<file path="config.mk">
export PLATFORM = sky130hd
export DESIGN_NAME = button_press_mode_selector
export DESIGN_NICKNAME = d
export VERILOG_FILES = /design/src/sv/bpms_pkg.sv /design/src/sv/bpms_front.sv /design/src/sv/bpms_queue.sv /design/src/sv/bpms_back.sv /design/src/sv/button_press_mode_selector.sv
export SDC_FILE = /design/constraint.sdc
export NUM_CORES = 1
export LEC_CHECK = 0
export BUFFER_PORTS_ARGS = -buffer_cell sky130_fd_sc_hd__buf_4
export CAP_MARGIN = 20
export CORE_UTILIZATION = 30
export CTS_CLUSTER_DIAMETER = 50
export DETAILED_ROUTE_END_ITERATION = 10
export PLACE_DENSITY = 0.53
export SYNTH_ARGS = -nofsm -noshare
export SYNTH_HDL_FRONTEND = slang
export SYNTH_SLANG_ARGS = --single-unit
</file>
<file path="constraint.sdc">
create_clock -name clk -period 6.35 [get_ports clk]
set_input_delay 0.3175 -clock clk [delete_from_list [all_inputs] [get_ports clk]]
set_output_delay 0.3175 -clock clk [all_outputs]
set_load 0.1 [all_outputs]
</file>
<file path="src/sv/bpms_pkg.sv">
`timescale 1ns / 1ps
// Shared types and constants for the mode button block.
// No dependencies; imported by every module of the block.
package bpms_pkg;

  localparam int unsigned NOW_W  = 32;
  localparam int unsigned MODE_W = 4;
  localparam int unsigned CFG_W  = 16;

  localparam logic [MODE_W-1:0] MODE_COUNT = 4'd6;  // top mode value means off

  localparam logic [15:0] DEBOUNCE_RST = 16'd20;
  localparam logic [15:0] HOLD_RST     = 16'd1000;

  // register indexes on the configuration port
  localparam logic CFG_DEBOUNCE = 1'b0;
  localparam logic CFG_HOLD     = 1'b1;

  typedef enum logic [1:0] {
    EV_NONE  = 2'd0,
    EV_SHORT = 2'd1,
    EV_LONG  = 2'd2
  } ev_t;

  // one classified sample, carried from front to back
  typedef struct packed {
    logic             level;
    logic [NOW_W-1:0] now;
    logic             sup;
    logic             fall;  // pressed now, released before
    logic             rise;  // released now, pressed before
  } smp_t;

  localparam int unsigned SMP_W = $bits(smp_t);

  function automatic logic [MODE_W-1:0] mode_adv(input logic [MODE_W-1:0] m);
    mode_adv = (m < MODE_COUNT) ? m + 4'd1 : 4'd1;
  endfunction

endpackage

</file>
<file path="src/sv/bpms_front.sv">
`timescale 1ns / 1ps
// Front end: takes samples and tags level edges against the previous sample.
// Depends on bpms_pkg.
module bpms_front (
  input  logic               clk,
  input  logic               rst_n,
  input  logic               in_tvalid,
  output logic               in_tready,
  input  logic [39:0]        in_tdata,   // [0] button_level, [32:1] now_ms, [33] suppress_actions
  input  logic               q_full,
  output logic               q_push,
  output bpms_pkg::smp_t     q_wdata
);
  import bpms_pkg::*;

  logic last_level_r, last_level_nxt;
  logic lvl;

  assign lvl       = in_tdata[0];
  assign in_tready = rst_n & ~q_full;
  assign q_push    = in_tvalid & in_tready;

  always_comb begin
    q_wdata.level = lvl;
    q_wdata.now   = in_tdata[NOW_W:1];
    q_wdata.sup   = in_tdata[NOW_W+1];
    q_wdata.fall  = ~lvl & last_level_r;
    q_wdata.rise  = lvl & ~last_level_r;
    last_level_nxt = q_push ? lvl : last_level_r;
  end

  always_ff @(posedge clk) begin
    if (!rst_n) begin
      last_level_r <= 1'b0;
    end else begin
      last_level_r <= last_level_nxt;
    end
  end

endmodule

</file>
<file path="src/sv/bpms_queue.sv">
`timescale 1ns / 1ps
// Two-entry queue of classified samples between front and back.
// Depends on bpms_pkg.
module bpms_queue (
  input  logic           clk,
  input  logic           rst_n,
  input  logic           push,
  input  bpms_pkg::smp_t wdata,
  output logic           full,
  input  logic           pop,
  output logic           rvalid,
  output bpms_pkg::smp_t rdata
);
  import bpms_pkg::*;

  smp_t       ent_r [2];
  logic       wr_ptr_r, wr_ptr_nxt;
  logic       rd_ptr_r, rd_ptr_nxt;
  logic [1:0] cnt_r, cnt_nxt;

  assign full   = (cnt_r == 2'd2);
  assign rvalid = (cnt_r != 2'd0);
  assign rdata  = ent_r[rd_ptr_r];

  always_comb begin
    wr_ptr_nxt = push ? ~wr_ptr_r : wr_ptr_r;
    rd_ptr_nxt = pop ? ~rd_ptr_r : rd_ptr_r;
    cnt_nxt    = cnt_r + {1'b0, push} - {1'b0, pop};
  end

  always_ff @(posedge clk) begin
    if (!rst_n) begin
      wr_ptr_r <= 1'b0;
      rd_ptr_r <= 1'b0;
      cnt_r    <= 2'd0;
    end else begin
      wr_ptr_r <= wr_ptr_nxt;
      rd_ptr_r <= rd_ptr_nxt;
      cnt_r    <= cnt_nxt;
    end
  end

  always_ff @(posedge clk) begin
    if (push) begin
      ent_r[wr_ptr_r] <= wdata;
    end
  end

endmodule

</file>
<file path="src/sv/bpms_back.sv">
`timescale 1ns / 1ps
// Back end: debounce timing, short/long press decisions, mode update, result register.
// Depends on bpms_pkg.
module bpms_back (
  input  logic                           clk,
  input  logic                           rst_n,
  input  logic                           cfg_we,
  input  logic                           cfg_addr,
  input  logic [bpms_pkg::CFG_W-1:0]     cfg_wdata,
  input  logic                           q_rvalid,
  input  bpms_pkg::smp_t                 q_rdata,
  output logic                           q_pop,
  output logic                           out_tvalid,
  input  logic                           out_tready,
  output logic [1:0]                     out_tuser,
  output logic [15:0]                    out_tdata
);
  import bpms_pkg::*;

  logic [CFG_W-1:0]  deb_r, deb_nxt, hold_r, hold_nxt;
  logic [NOW_W-1:0]  press_t_r, press_t_nxt, rel_t_r, rel_t_nxt;
  logic              long_r, long_nxt;
  logic [MODE_W-1:0] cur_r, cur_nxt, rem_r, rem_nxt;
  logic              ov_r, ov_nxt;
  ev_t               ev_r, ev_nxt;
  logic [MODE_W-1:0] mode_o_r, rem_o_r;
  logic              ind_r, ind_nxt, chg_r, chg_nxt;

  logic [NOW_W-1:0]  d_rel, d_press;
  logic              fall_ok, rise_ok, hold_hit;
  logic [MODE_W-1:0] m_tmp;

  assign q_pop      = q_rvalid & (~ov_r | out_tready);
  assign out_tvalid = ov_r;
  assign out_tuser  = ev_r;
  assign out_tdata  = {6'd0, chg_r, ind_r, rem_o_r, mode_o_r};

  assign d_rel    = q_rdata.now - rel_t_r;
  assign d_press  = q_rdata.now - press_t_r;
  assign fall_ok  = q_rdata.fall & (d_rel > {16'd0, deb_r});
  assign rise_ok  = q_rdata.rise & (d_press > {16'd0, deb_r});
  // hold is gated off on a counted press edge, which also sets press time to now
  assign hold_hit = ~q_rdata.level & ~fall_ok & (d_press > {16'd0, hold_r});

  always_comb begin
    deb_nxt     = deb_r;
    hold_nxt    = hold_r;
    press_t_nxt = press_t_r;
    rel_t_nxt   = rel_t_r;
    long_nxt    = long_r;
    cur_nxt     = cur_r;
    rem_nxt     = rem_r;
    ev_nxt      = EV_NONE;
    ind_nxt     = 1'b0;
    chg_nxt     = 1'b0;
    m_tmp       = cur_r;
    ov_nxt      = q_pop ? 1'b1 : (ov_r & ~out_tready);

    if (cfg_we) begin
      case (cfg_addr)
        CFG_DEBOUNCE: deb_nxt  = cfg_wdata;
        CFG_HOLD:     hold_nxt = cfg_wdata;
        default:      ;
      endcase
    end

    if (q_pop) begin
      if (fall_ok) begin
        press_t_nxt = q_rdata.now;
      end
      if (rise_ok) begin
        if (!long_r && !q_rdata.sup) begin
          if (cur_r == MODE_COUNT) begin
            // leaving off: restore, never back into off
            m_tmp = (rem_r == MODE_COUNT) ? mode_adv(rem_r) : rem_r;
          end else begin
            m_tmp   = mode_adv(cur_r);
            rem_nxt = m_tmp;
            ind_nxt = (m_tmp != MODE_COUNT);
          end
          cur_nxt = m_tmp;
          ev_nxt  = EV_SHORT;
          chg_nxt = (m_tmp != cur_r);
        end else begin
          long_nxt = 1'b0;
        end
        rel_t_nxt = q_rdata.now;
      end
      if (hold_hit) begin
        if (!q_rdata.sup) begin
          cur_nxt = MODE_COUNT;
          ev_nxt  = EV_LONG;
        end
        long_nxt    = 1'b1;
        press_t_nxt = q_rdata.now;
      end
    end
  end

  always_ff @(posedge clk) begin
    if (!rst_n) begin
      deb_r     <= DEBOUNCE_RST;
      hold_r    <= HOLD_RST;
      press_t_r <= '0;
      rel_t_r   <= '0;
      long_r    <= 1'b0;
      cur_r     <= '0;
      rem_r     <= '0;
      ov_r      <= 1'b0;
    end else begin
      deb_r     <= deb_nxt;
      hold_r    <= hold_nxt;
      press_t_r <= press_t_nxt;
      rel_t_r   <= rel_t_nxt;
      long_r    <= long_nxt;
      cur_r     <= cur_nxt;
      rem_r     <= rem_nxt;
      ov_r      <= ov_nxt;
    end
  end

  always_ff @(posedge clk) begin
    if (q_pop) begin
      ev_r     <= ev_nxt;
      mode_o_r <= cur_nxt;
      rem_o_r  <= rem_nxt;
      ind_r    <= ind_nxt;
      chg_r    <= chg_nxt;
    end
  end

  a_long_off: assert property (@(posedge clk) disable iff (!rst_n)
    ov_r && ev_r == EV_LONG |-> mode_o_r == MODE_COUNT)
    else $error("long press result not in off mode");

  a_chg_short: assert property (@(posedge clk) disable iff (!rst_n)
    ov_r && (chg_r || ind_r) |-> ev_r == EV_SHORT)
    else $error("mode change flagged without short press");

  a_mode_range: assert property (@(posedge clk) disable iff (!rst_n)
    cur_r <= MODE_COUNT && rem_r <= MODE_COUNT)
    else $error("mode state out of range");

  a_long_flag: assert property (@(posedge clk) disable iff (!rst_n)
    q_pop && hold_hit |=> long_r)
    else $error("hold did not mark long press");

endmodule

</file>
<file path="src/sv/button_press_mode_selector.sv">
`timescale 1ns / 1ps
// Top level of the mode button block: front classifier, sample queue, back end.
// Depends on bpms_pkg, bpms_front, bpms_queue, bpms_back.
//
//  port group | direction | contents
//  in_*       | in        | tdata: button_level, now_ms, suppress_actions
//  out_*      | out       | tuser: press_event; tdata: mode, saved_mode, show_indicator, mode_changed
//  cfg_*      | in        | addr 0 debounce_ms, addr 1 hold_ms
//
// One sample per clock sustained while out_tready is high; an accepted sample is written into
// the queue, then decided into the result register.
// The two-entry queue lets the front take samples while the result register is stalled.
// Synchronous active-low reset; in_tready is low during reset.
module button_press_mode_selector (
  input  logic        clk,
  input  logic        rst_n,
  input  logic        in_tvalid,
  output logic        in_tready,
  input  logic [39:0] in_tdata,   // [0] button_level, [32:1] now_ms, [33] suppress_actions
  output logic        out_tvalid,
  input  logic        out_tready,
  output logic [1:0]  out_tuser,  // [1:0] press_event
  output logic [15:0] out_tdata,  // [3:0] mode, [7:4] saved_mode, [8] show_indicator,
                                  // [9] mode_changed
  input  logic        cfg_we,
  input  logic        cfg_addr,
  input  logic [15:0] cfg_wdata
);
  import bpms_pkg::*;

  logic q_push, q_full, q_pop, q_rvalid;
  smp_t q_wdata, q_rdata;

  bpms_front u_front (
    .clk       (clk),
    .rst_n     (rst_n),
    .in_tvalid (in_tvalid),
    .in_tready (in_tready),
    .in_tdata  (in_tdata),
    .q_full    (q_full),
    .q_push    (q_push),
    .q_wdata   (q_wdata)
  );

  bpms_queue u_queue (
    .clk    (clk),
    .rst_n  (rst_n),
    .push   (q_push),
    .wdata  (q_wdata),
    .full   (q_full),
    .pop    (q_pop),
    .rvalid (q_rvalid),
    .rdata  (q_rdata)
  );

  bpms_back u_back (
    .clk        (clk),
    .rst_n      (rst_n),
    .cfg_we     (cfg_we),
    .cfg_addr   (cfg_addr),
    .cfg_wdata  (cfg_wdata),
    .q_rvalid   (q_rvalid),
    .q_rdata    (q_rdata),
    .q_pop      (q_pop),
    .out_tvalid (out_tvalid),
    .out_tready (out_tready),
    .out_tuser  (out_tuser),
    .out_tdata  (out_tdata)
  );

endmodule
</file>
## Word level (Yosys, flattened, before mapping)

Memories as Yosys holds them, arrays and structs flattened. A register that Yosys moved wholly into a read port is not among the register bits.
Cells that the tools add are included.

| cells by class | value |
|---|---|
| $add $sub $neg | 6 |
| $lt $le $gt $ge | 5 |
| eq/ne operators | 6 |
| multiplexer cells | 30 |
| bitwise operators | 23 |
| reduce and logical (&&, ||, !) cells | 13 |

Operator list:

| operator | number |
|---|---|
| $gt 32x16->1 | 3 |
| $mux 32 | 2 |
| $mux 4 | 16 |
| $sub 32x32->32 | 2 |
| $not 1->1 | 12 |
| $and 1x1->1 | 10 |
| $reduce_and 2->1 | 5 |
| $mux 1 | 9 |
| $add 4x1->4 const B | 2 |
| $eq 4x3->1 const B | 2 |
| $lt 4x3->1 const B | 2 |
| $mux 2 | 3 |
| $reduce_bool 2->1 | 3 |
| $ne 4x3->1 const B | 1 |
| $ne 4x4->1 | 1 |
| $reduce_and 3->1 | 1 |
| $reduce_or 3->1 | 1 |
| $add 2x1->2 | 1 |
| $eq 2x2->1 const B | 1 |
| $logic_not 1->1 | 2 |
| $ne 2x1->1 const B | 1 |
| $sub 2x1->2 | 1 |
| $logic_and 1x1->1 | 1 |
| $or 1x1->1 | 1 |

| storage, ports and cells | value |
|---|---|
| register bits | 123 |
| bits in writable memories | 72 |
| output and inout bits | 20 |
| word-level logic and storage cells | 101 |
| memories | 1 |

Memory list:

| name | words | width | read ports | clocked after Yosys merged registers in | wr ports | RTL line | text |
|---|---|---|---|---|---|---|---|
| u_queue.ent_r | 2 | 36 | 1 | 1 | 1 | bpms_queue.sv:16 | `smp_t ent_r [2];` |

## Depth between registers and ports, before layout

Gate-level depths: netlist of the first run.

| depth | value |
|---|---|
| depth in word-level cells | 12 |
| mapped depth | 27 |

## Modules after synthesis

Synthesis of the first run repeated with hierarchy kept, for this count alone.

| unflattened totals | value |
|---|---|
| cell total of the unflattened synthesis | 1421 |
| area, all modules | 13072.5 sq um |

Modules (own cells, without submodules):

| module | times used | cells an instance | area an instance (sq um) |
|---|---|---|---|
| bpms_back | 1 | 1245 | 9766.9 |
| bpms_queue | 1 | 133 | 2979.1 |
| bpms_front | 1 | 43 | 326.6 |

## Worst setup path after synthesis of the first run

OpenSTA, ideal clock, no wires.

| timing path | value |
|---|---|
| path type | register to register |
| start | reg with a tool-made name |
| end | reg u_back.mode_o_r[0], data pin |
| library setup time | 256 ps |
| arrival | 5076 ps |
| setup slack | 1018 ps |
| stages on the path, launching flop included | 23 |
| buffers on the path | 2 |
| clock period less this slack | 5332 ps |
| cell sequence | dfxtp_1 -> buf_2 -> buf_1 -> mux2_2 -> inv_1 -> ha_1 -> fa_1 -> nand2b_1 -> a21o_1 -> a31o_2 -> nand2_1 -> xor2_1 -> ha_1 -> and3_1 -> a211o_1 -> a2111oi_0 -> a22oi_1 -> a21oi_1 -> nor4bb_1 -> nand4_1 -> o31ai_4 -> a21oi_2 -> a22o_1 |

RTL lines:

| item | RTL line | text |
|---|---|---|
| end signal: assignment | bpms_back.sv:125 | `mode_o_r <= cur_nxt;` |
| end: declaration | bpms_back.sv:26 | `logic [MODE_W-1:0] mode_o_r, rem_o_r;` |

==> flow_metrics.py, run 1 <==
metrics = {
    "setup_path": {
        "end_kind": "flop",
        "critPathRequiredTime_ps": 6660,
        "cp.arrival_ps": 5870,
        "path_cells": "buf_4 > mux2_2 > inv_1 > ha_1 > inv_1 > fa_1 > a21o_1 > a311o_1 > a21oi_1 > o21ai_1 > nand3_1 > nand2_1 > xor2_1 > ha_1 > nand4_1 > or4_1 > a211o_1 > nor4_2 > buf_4 > or3_2 > buf_12 > mux2i_1 > nor2_1",
        "cpMaxStageDelayCell": "or4_1",
        "slowest_delay_ps": 570,
        "crit_path_start_kind": "flop",
        "path_class": "flop to flop",
        "critPathMaxFanout": 63,
    },
    "clock_network": {
        "cts_inserted_buffers": 17,
        "clock-root-buffer": "clkbuf_16",
        "h-tree-depth": 4,
        "cts_tree": "built",
        "insertion_delay_ps": 470,
        "clkTransAtPathRegs_ps": 70,
        "cts_sinks": 196,
        "clock_path_buffers": 2,
    },
    "synthesis": {
        "ys_seq_area_share_pct": 36.22,
        "ys_seq_elements": 196,
        "yosys_warnings": 0,
        "synth_top_cell_by_area": "edfxtp_1",
        "synth_cell_types": 83,
        "syn-mean-instance-area_um2": 8.841,
        "yosysTopAreaCellShare_pct": 19.17,
        "yosys_most_used_dff": "dfxtp_1",
        "synth_commonest_cells": "nand2_1 (157), a21oi_1 (133), ha_1 (118), inv_1 (117), nor2_1 (113)",
        "synth.area.top_cells": "edfxtp_1 (19%), dfxtp_1 (17%), ha_1 (11%)",
        "synth.most_common_cell": "nand2_1",
        "async_reset_ff_share_pct": 0,
        "synthesis.area_um2": 13160,
        "syn_inst": 1488,
        "synth_edf_count": 84,
    },
    "drt": {
        "vias": 10800,
        "first_pass_iters": 5,
        "wirelength_um": 35290,
        "route.detailed.drc": 0,
        "via_per_inst": 5.082,
        "dr.first_iter.drc_count": 657,
        "detail-route-antenna-nets": 0,
        "wl_per_cell_um": 16.61,
    },
    "sta": {
        "setup_viol": 0,
        "fin_crit_ps": 5565,
        "rsz0062_at_grt": "false",
        "skew_ps": 15.35,
        "tightest_slew_ps": 1033,
        "slew_headroom_pct": 31.15,
        "final.period_utilization_pct": 87.64,
        "clock.fmax_mhz": 179.7,
        "hold_violations": 0,
        "setup_tns_ps": 0,
        "drv_slew": 0,
        "holdWs_ps": 38.00,
    },
    "placed_design": {
        "hpwl_um": 27520,
        "gp_congestion": 0.8857,
        "io_buffers": 69,
    },
    "global_routing": {
        "grt_max_degree": 73,
        "grt_pass1_vias": 10420,
        "antenna_found_initial": 0,
        "grt_pass1_wl_um": 56290,
        "grt_overflow": 0,
        "grt_usage_pct": 16.14,
    },
    "power_and_ir_drop": {
        "p_leak_uw": 0.005522,
        "power_density_nw_per_um2": 555.0,
        "vdd_drop_max_uv": 264.1,
        "power_uw": 8228,
    },
    "floorplan": {
        "die-width_um": 211.4,
        "start_util_pct": 30.47,
        "pin_count": 82,
        "die_height_um": 211.4,
        "core_um2": 43170,
        "row_count": 76,
        "die-area_um2": 44690,
    },
    "layout": {
        "num-nets-final": 1709,
        "syn_to_final_growth_pct": 12.71,
        "drive_gt1_share_pct": 14.22,
        "fin_util_pct": 34.34,
        "n_antenna_cell": 0,
        "nFillCells": 4502,
    },
    "run_status": {
        "status": "complete, no violations",
    },
    "min_path": {
        "hold_class": "input pin to flop",
    },
    "job": {
        "max_cap_violations": 0,
    },
}
==> where the power goes <==
group          switching (µW)  internal (µW)
sequential               98.0           1580
combinational            3410           2060
clock                     502            584
==> metrics by stage <==
| step | instance area [µm²] | worst slack, ps | std cells |
|---|---|---|---|
| 2_1_floorplan | 13170 | 1018 | 1493 |
| 3_3_place_gp | 14180 | 569.4 | 2088 |
| 3_5_place_dp | 14190 | 464.1 | 2089 |
| 4_1_cts | 14760 | 437.0 | 2121 |
| 5_1_grt | 14830 | 245.2 | 2125 |
| 6_report | 14830 | 784.8 | 2125 |
==> layout make-up <==
class | instances | area [µm²] | share of cell area (%)
tap | 585 | 732.0 | 4.937
clock buffer | 20 | 457.9 | 3.089
clock inverter | 12 | 113.9 | 0.7679
sequential | 196 | 4765 | 32.14
multi-input combinational | 1104 | 7585 | 51.16
timing repair buffer | 90 | 729.5 | 4.920
inverter | 118 | 444.2 | 2.996
==> placed cells by master, fill, tap and decap left out, types with 8 or more instances in the layout <==
cell type  instances
xor2_1            20
a211oi_1          44
nand2b_1          12
edfxtp_1          84
ha_1             118
o21a_1            15
a21o_1            22
nand2_1          157
a31oi_1            8
and2_1            10
o21ai_0           44
buf_4             85
o211ai_1          23
xnor2_1           22
mux2_2            39
nor3_1            85
dfxtp_1          112
a211oi_2          30
a21oi_1          132
clkbuf_16         18
nor2b_1           15
nor2_1           111
inv_1            117
nand4_1           28
nor4_1             9
nand3_1           24
==> path summary, 6_finish.rpt <==
| kind | slack [ps] | cells after the start | endpoint | from |
|---|---|---|---|---|
| worst max-delay path | 780 | 23 | u_back.rel_t_r[31] | flop |
| worst min-delay path | 40 | 1 | u_queue.ent_r[0][28] | in_tdata[26] |
| worst max register to register | 780 | 23 | u_back.rel_t_r[31] | flop |
| worst min register to register | 460 | 2 | u_back.deb_r[8] | u_back.deb_r[8] |
==> registers in the layout, indices dropped and copies added (netlist names), 16 cells and up, named ones only <==
name and cells:
u_back.rel_t_r 32, u_back.deb_r 16, u_back.press_t_r 32, u_queue.ent_r 72
u_back.hold_r 16
==> metal layers <==
| metal | share of wire [%] | vias to the layer above | global-route usage, % |
|---|---|---|---|
| met5 | 0 | - | 0 |
| met4 | 2.0 | 0 | 5.747 |
| li1 | - | 5456 | - |
| met2 | 44 | 213 | 25.03 |
| met1 | 50 | 5090 | 22.52 |
| met3 | 3.6 | 40 | 2.626 |
==> logic make-up after synthesis <==
| family | synth area share, % |
|---|---|
| buffers and inverters | 6.496 |
| muxes | 3.871 |
| AOI/OAI and AO/OA | 20.63 |
| xor gates and xnor gates | 2.920 |
| adders and majority gates | 11.53 |
| and+or+nand+nor | 18.31 |
| DFF | 36.22 |
| other | 0.02851 |
==> worst max-delay path, delay by kind of cell (launching register included) <==
family                     cells  cell delay, ps
AOI/OAI and AO/OA              5            1330
buffers and inverters          5             780
DFF                            1             330
and+or+nand+nor                7            1230
adders and majority gates      3             880
xor gates and xnor gates       1             170
muxes                          2             590
==> timing repair <==
item,in CTS,in global routing
gates resized for setup,0,0
buffers inserted,0,2
hold buffers,0,0
setup endpoints to repair,0,36
Note: power is estimated with default switching activity, not from simulation.
==> run 2: changes to the inputs <==
- clock period: 6.35 -> 6.5 ns (I/O delays scaled with it)
==> run 2 against run 1 <==
Net effect:
- die area unchanged
- first-iteration DRC count is 3.0% lower
- design area is 0.12% higher
- critical path type unchanged
- critical endpoint is now u_back.mode_o_r[0]
- largest power group unchanged
==> flow_metrics.py, run 2 (synthesis results as in run 1) <==
metrics = {
    "floorplan": {
        "die-area_um2": 44690,
        "pin_count": 82,
        "die-width_um": 211.4,
        "row_count": 76,
        "core_um2": 43170,
        "start_util_pct": 30.47,
        "die_height_um": 211.4,
    },
    "drt": {
        "wl_per_cell_um": 16.49,
        "via_per_inst": 5.084,
        "wirelength_um": 35030,
        "vias": 10800,
        "detail-route-antenna-nets": 0,
        "route.detailed.drc": 0,
        "first_pass_iters": 5,
        "dr.first_iter.drc_count": 637,
    },
    "sta": {
        "fin_crit_ps": 6153,
        "skew_ps": 11.63,
        "rsz0062_at_grt": "false",
        "final.period_utilization_pct": 94.67,
        "hold_violations": 0,
        "drv_slew": 0,
        "setup_viol": 0,
        "slew_headroom_pct": 52.56,
        "setup_tns_ps": 0,
        "clock.fmax_mhz": 162.5,
        "tightest_slew_ps": 711.6,
    },
    "setup_path": {
        "cp.arrival_ps": 6370,
        "critPathRequiredTime_ps": 6720,
        "end_kind": "flop",
        "worst_r2r_endpoint": "u_back.mode_o_r[0]",
        "critPathMaxFanout": 13,
        "rr_worst_depth": 18,
        "crit_path_start_kind": "flop",
        "rrSetupSlack_ps": 350,
        "path_class": "flop to flop",
    },
    "placed_design": {
        "dpl.cell_count": 2090,
        "hpwl_um": 27260,
        "gp_congestion": 0.9060,
        "io_buffers": 69,
    },
    "clock_network": {
        "post-cts-setup-buffers": 0,
        "clkTransAtPathRegs_ps": 70,
        "cts_tree": "built",
        "insertion_delay_ps": 470,
        "cts_inserted_buffers": 17,
        "clock_path_buffers": 2,
        "ctsHoldBuffers": 0,
        "clock-root-buffer": "clkbuf_16",
        "cts_sinks": 196,
        "cts_resized": 0,
        "h-tree-depth": 4,
    },
    "layout": {
        "fin_cells": 2124,
        "drive_gt1_share_pct": 14.10,
        "largest_register": "u_queue.ent_r",
        "top_regs": "u_queue.ent_r x72, u_back.press_t_r x32, u_back.rel_t_r x32",
        "n_antenna_cell": 0,
        "syn_to_final_growth_pct": 12.84,
        "num-nets-final": 1708,
        "nFillCells": 4538,
        "largest_reg_flops": 72,
        "final_common_cell": "nand2_1",
        "mostFrequentLayoutCells": "nand2_1 (157), a21oi_1 (132), ha_1 (118), inv_1 (117), dfxtp_1 (112)",
    },
    "min_path": {
        "hold_class": "input pin to flop",
        "min_from": "in_tdata[8]",
        "hold_depth": 1,
        "min_to": "u_queue.ent_r[1][10]",
    },
    "global_routing": {
        "grt_usage_pct": 16.02,
        "grt_overflow": 0,
        "grt_pass1_vias": 10190,
        "grt_pass1_wl_um": 55900,
        "antenna_found_initial": 0,
        "grt_max_degree": 64,
    },
    "power_and_ir_drop": {
        "power_density_nw_per_um2": 542.0,
        "p_leak_uw": 0.005516,
        "vdd_drop_max_uv": 255.6,
    },
    "job": {
        "max_cap_violations": 0,
    },
    "run_status": {
        "status": "complete, no violations",
    },
}
## run 2: routing by layer
metal  wire length (µm)  GRT usage [%]  vias to the layer above
li1                   -              -                     5487
met1              17670          23.01                     5069
met2              15340          24.32                      212
met3               1434          2.700                       30
met4                593          4.848                        0
met5                  0              0                        -
## run 2: per-stage QoR
step	total power [µW]	hold slack (ps)	util, %	setup slack (ps)	cell area [µm²]
4_1_cts	8070	13.62	34.29	271.0	14800
3_3_place_gp	6889	443.0	32.85	440.5	14180
3_5_place_dp	6933	448.7	32.89	277.8	14200
2_1_floorplan	5754	423.9	-	1168	13170
5_1_grt	8758	18.39	34.38	2.872	14840
6_report	8046	42.54	34.38	346.6	14840
## run 2: final cells by class
cell class,count,area [µm²],area share (%)
Clock buffer,23,489.2,3.296
Inverter,118,444.2,2.992
Timing Repair Buffer,89,713.2,4.804
Clock inverter,9,116.4,0.7839
Sequential cell,196,4765,32.10
Multi-Input combinational cell,1104,7585,51.10
Tap cell,585,732.0,4.931
## run 2: how the worst max path moves through the flow
stage,from,to
after floorplan,flop,u_back.mode_o_r[0]
after global placement,flop,u_back.mode_o_r[3]
after detailed placement,flop,u_back.mode_o_r[0]
after CTS,flop,u_back.mode_o_r[0]
after global routing,flop,u_back.mode_o_r[0]
final,flop,u_back.mode_o_r[0]
## run 2: worst max-delay path, cell delays in order (launching register included)
cell	delay, ps
dfxtp_1	680
mux2_2	500
ha_1	310
nor2b_1	140
o2111a_1	250
o21ai_0	360
nand3_1	210
xor2_1	260
ha_1	280
and3_1	200
a211o_1	290
a2111oi_0	410
a22oi_1	230
a21oi_1	160
nor4bb_1	210
nand4_1	200
o31ai_4	620
a21oi_2	260
a22o_1	300
## run 2: power breakdown
part	total, µW	leakage [µW]	switching [µW]	internal [µW]
combinational	5290	0.00352	3300	1990
sequential	1650	0.00170	106	1540
clock	1100	0.000296	488	616
==> run 3: changes to the inputs <==
- CELL_PAD_IN_SITES_DETAIL_PLACEMENT: unset -> 1
- CELL_PAD_IN_SITES_GLOBAL_PLACEMENT: unset -> 1
- CORE_MARGIN: unset -> 2
- PLACE_DENSITY: 0.53 -> 0.63
==> run 3 against run 2 <==
Net effect:
- core utilization grew 0.30 points
- clock skew rose by 8.4 ps
- worst hold slack worse by 11 ps
- routed wire length increased by 9.7%
- critical path type unchanged
- critical endpoint unchanged
- highest routed layer unchanged
==> flow_metrics.py, run 3 (synthesis results as in run 1) <==
metrics = {
    "floorplan": {
        "die-width_um": 213.4,
        "start_util_pct": 30.47,
        "die_height_um": 213.4,
        "die-area_um2": 45540,
        "row_count": 76,
        "core_um2": 43170,
        "pin_count": 82,
    },
    "sta": {
        "skew_ps": 19.99,
        "tightest_slew_ps": 972.5,
        "slew_headroom_pct": 35.02,
        "rsz0062_at_grt": "false",
        "fin_crit_ps": 6029,
        "hold_violations": 0,
        "final.period_utilization_pct": 92.75,
        "clock.fmax_mhz": 165.9,
        "drv_slew": 0,
        "setup_ws_ps": 471.4,
        "setup_viol": 0,
        "setup_tns_ps": 0,
    },
    "min_path": {
        "hold_class": "input pin to flop",
    },
    "clock_network": {
        "clock_path_buffers": 2,
        "post-cts-setup-buffers": 0,
        "clock-root-buffer": "clkbuf_16",
        "cts_inserted_buffers": 17,
        "h-tree-depth": 4,
        "ctsHoldBuffers": 8,
        "cts_resized": 0,
        "insertion_delay_ps": 480,
        "clkTransAtPathRegs_ps": 90,
        "cts_sinks": 196,
        "cts_tree": "built",
    },
    "global_routing": {
        "grt_usage_pct": 17.42,
        "grt_max_degree": 52,
        "antenna_found_initial": 0,
        "grt_overflow": 0,
        "grt_pass1_wl_um": 62290,
        "grt_pass1_vias": 11540,
    },
    "setup_path": {
        "crit_path_start_kind": "flop",
        "cp.arrival_ps": 6260,
        "critPathRequiredTime_ps": 6730,
        "critPathMaxFanout": 22,
        "end_kind": "flop",
        "path_class": "flop to flop",
    },
    "job": {
        "max_cap_violations": 0,
    },
    "layout": {
        "mostFrequentLayoutCells": "nand2_1 (157), a21oi_1 (132), ha_1 (118), inv_1 (117)",
        "multiInputGateArea_um2": 7600,
        "nFillCells": 5118,
        "largest_register": "u_queue.ent_r",
        "syn_to_final_growth_pct": 13.82,
        "seqCellArea_um2": 4766,
        "final_common_cell": "nand2_1",
        "drive_gt1_share_pct": 14.01,
        "num-nets-final": 1711,
        "largest_reg_flops": 72,
        "n_antenna_cell": 0,
        "top_regs": "u_queue.ent_r x72, u_back.press_t_r x32, u_back.rel_t_r x32",
        "fin_util_pct": 34.68,
    },
    "power_and_ir_drop": {
        "power_density_nw_per_um2": 550.8,
        "p_leak_uw": 0.005558,
        "vdd_drop_max_uv": 214.4,
        "power_uw": 8247,
    },
    "placed_design": {
        "hpwl_um": 30150,
        "io_buffers": 69,
        "dp_slack_ps": 529.5,
        "gp_congestion": 0.8683,
    },
    "run_status": {
        "status": "complete, no violations",
    },
    "drt": {
        "via_per_inst": 5.218,
        "wl_per_cell_um": 18.07,
        "detail-route-antenna-nets": 0,
        "dr.first_iter.drc_count": 451,
        "route.detailed.drc": 0,
        "first_pass_iters": 5,
        "wirelength_um": 38430,
        "vias": 11100,
    },
}
-- run 3: cell types whose count changed in the layout (fill, tap and decap cells not counted), sizes merged, moves of 2 or more --
cell	previous run	this run
clkbuf	23	18
buf	89	84
dlygate4sd3	0	8
inv	121	127
clkinv	3	5
bufinv	2	0
-- run 3: per-layer routing --
layer	GRT usage [%]	wire, µm	up-vias
li1	-	-	5473
met5	0	0	-
met4	5.436	679	0
met3	2.358	993	41
met1	23.17	18380	5447
met2	29.32	18380	138
-- run 3: through the flow --
step	cell area (µm²)	std cells	hold WS (ps)
global route	14970	2127	9.680
CTS	14920	2125	0.9446
finish	14970	2127	31.62
floorplan	13170	1493	423.9
detailed placement	14210	2085	453.7
global placement	14180	2083	443.1
-- run 3: area by class of cell --
class	instances	share of cell area, %
multi-input combinational	1104	50.76
sequential	196	31.83
timing repair buffer	92	5.373
tap	585	4.888
inverter	118	2.966
clock buffer	18	2.933
clock inverter	14	1.253
-- run 3: worst max-delay path, stage by stage, from the launching register on --
cell       delay, ps
dfxtp_2          600
buf_4            380
mux2_2           460
ha_1             430
nand2_1          170
o21ai_0          510
a21oi_1          120
xnor2_1          200
ha_1             260
and4_1           210
nand3_1          100
a21oi_1           50
a2111oi_0        400
a22oi_1          270
a21oi_1          170
nor4bb_1         250
nand4_1          210
o31ai_4          460
a21oi_2          210
a22o_1           280
-- run 3: where the power goes --
group | switching, µW | internal (µW) | total, µW
sequential | 118 | 1540 | 1660
clock | 576 | 543 | 1120
combinational | 3440 | 2030 | 5470
-- run 3: worst paths after layout --
path	startpoint	to	slack, ps	cells past startpoint
setup / recovery	flop	u_back.mode_o_r[0]	470	19
hold / removal	in_tdata[7]	u_queue.ent_r[0][9]	30	1
setup reg to reg	flop	u_back.mode_o_r[0]	470	19
hold reg to reg	u_back.deb_r[8]	u_back.deb_r[8]	470	2
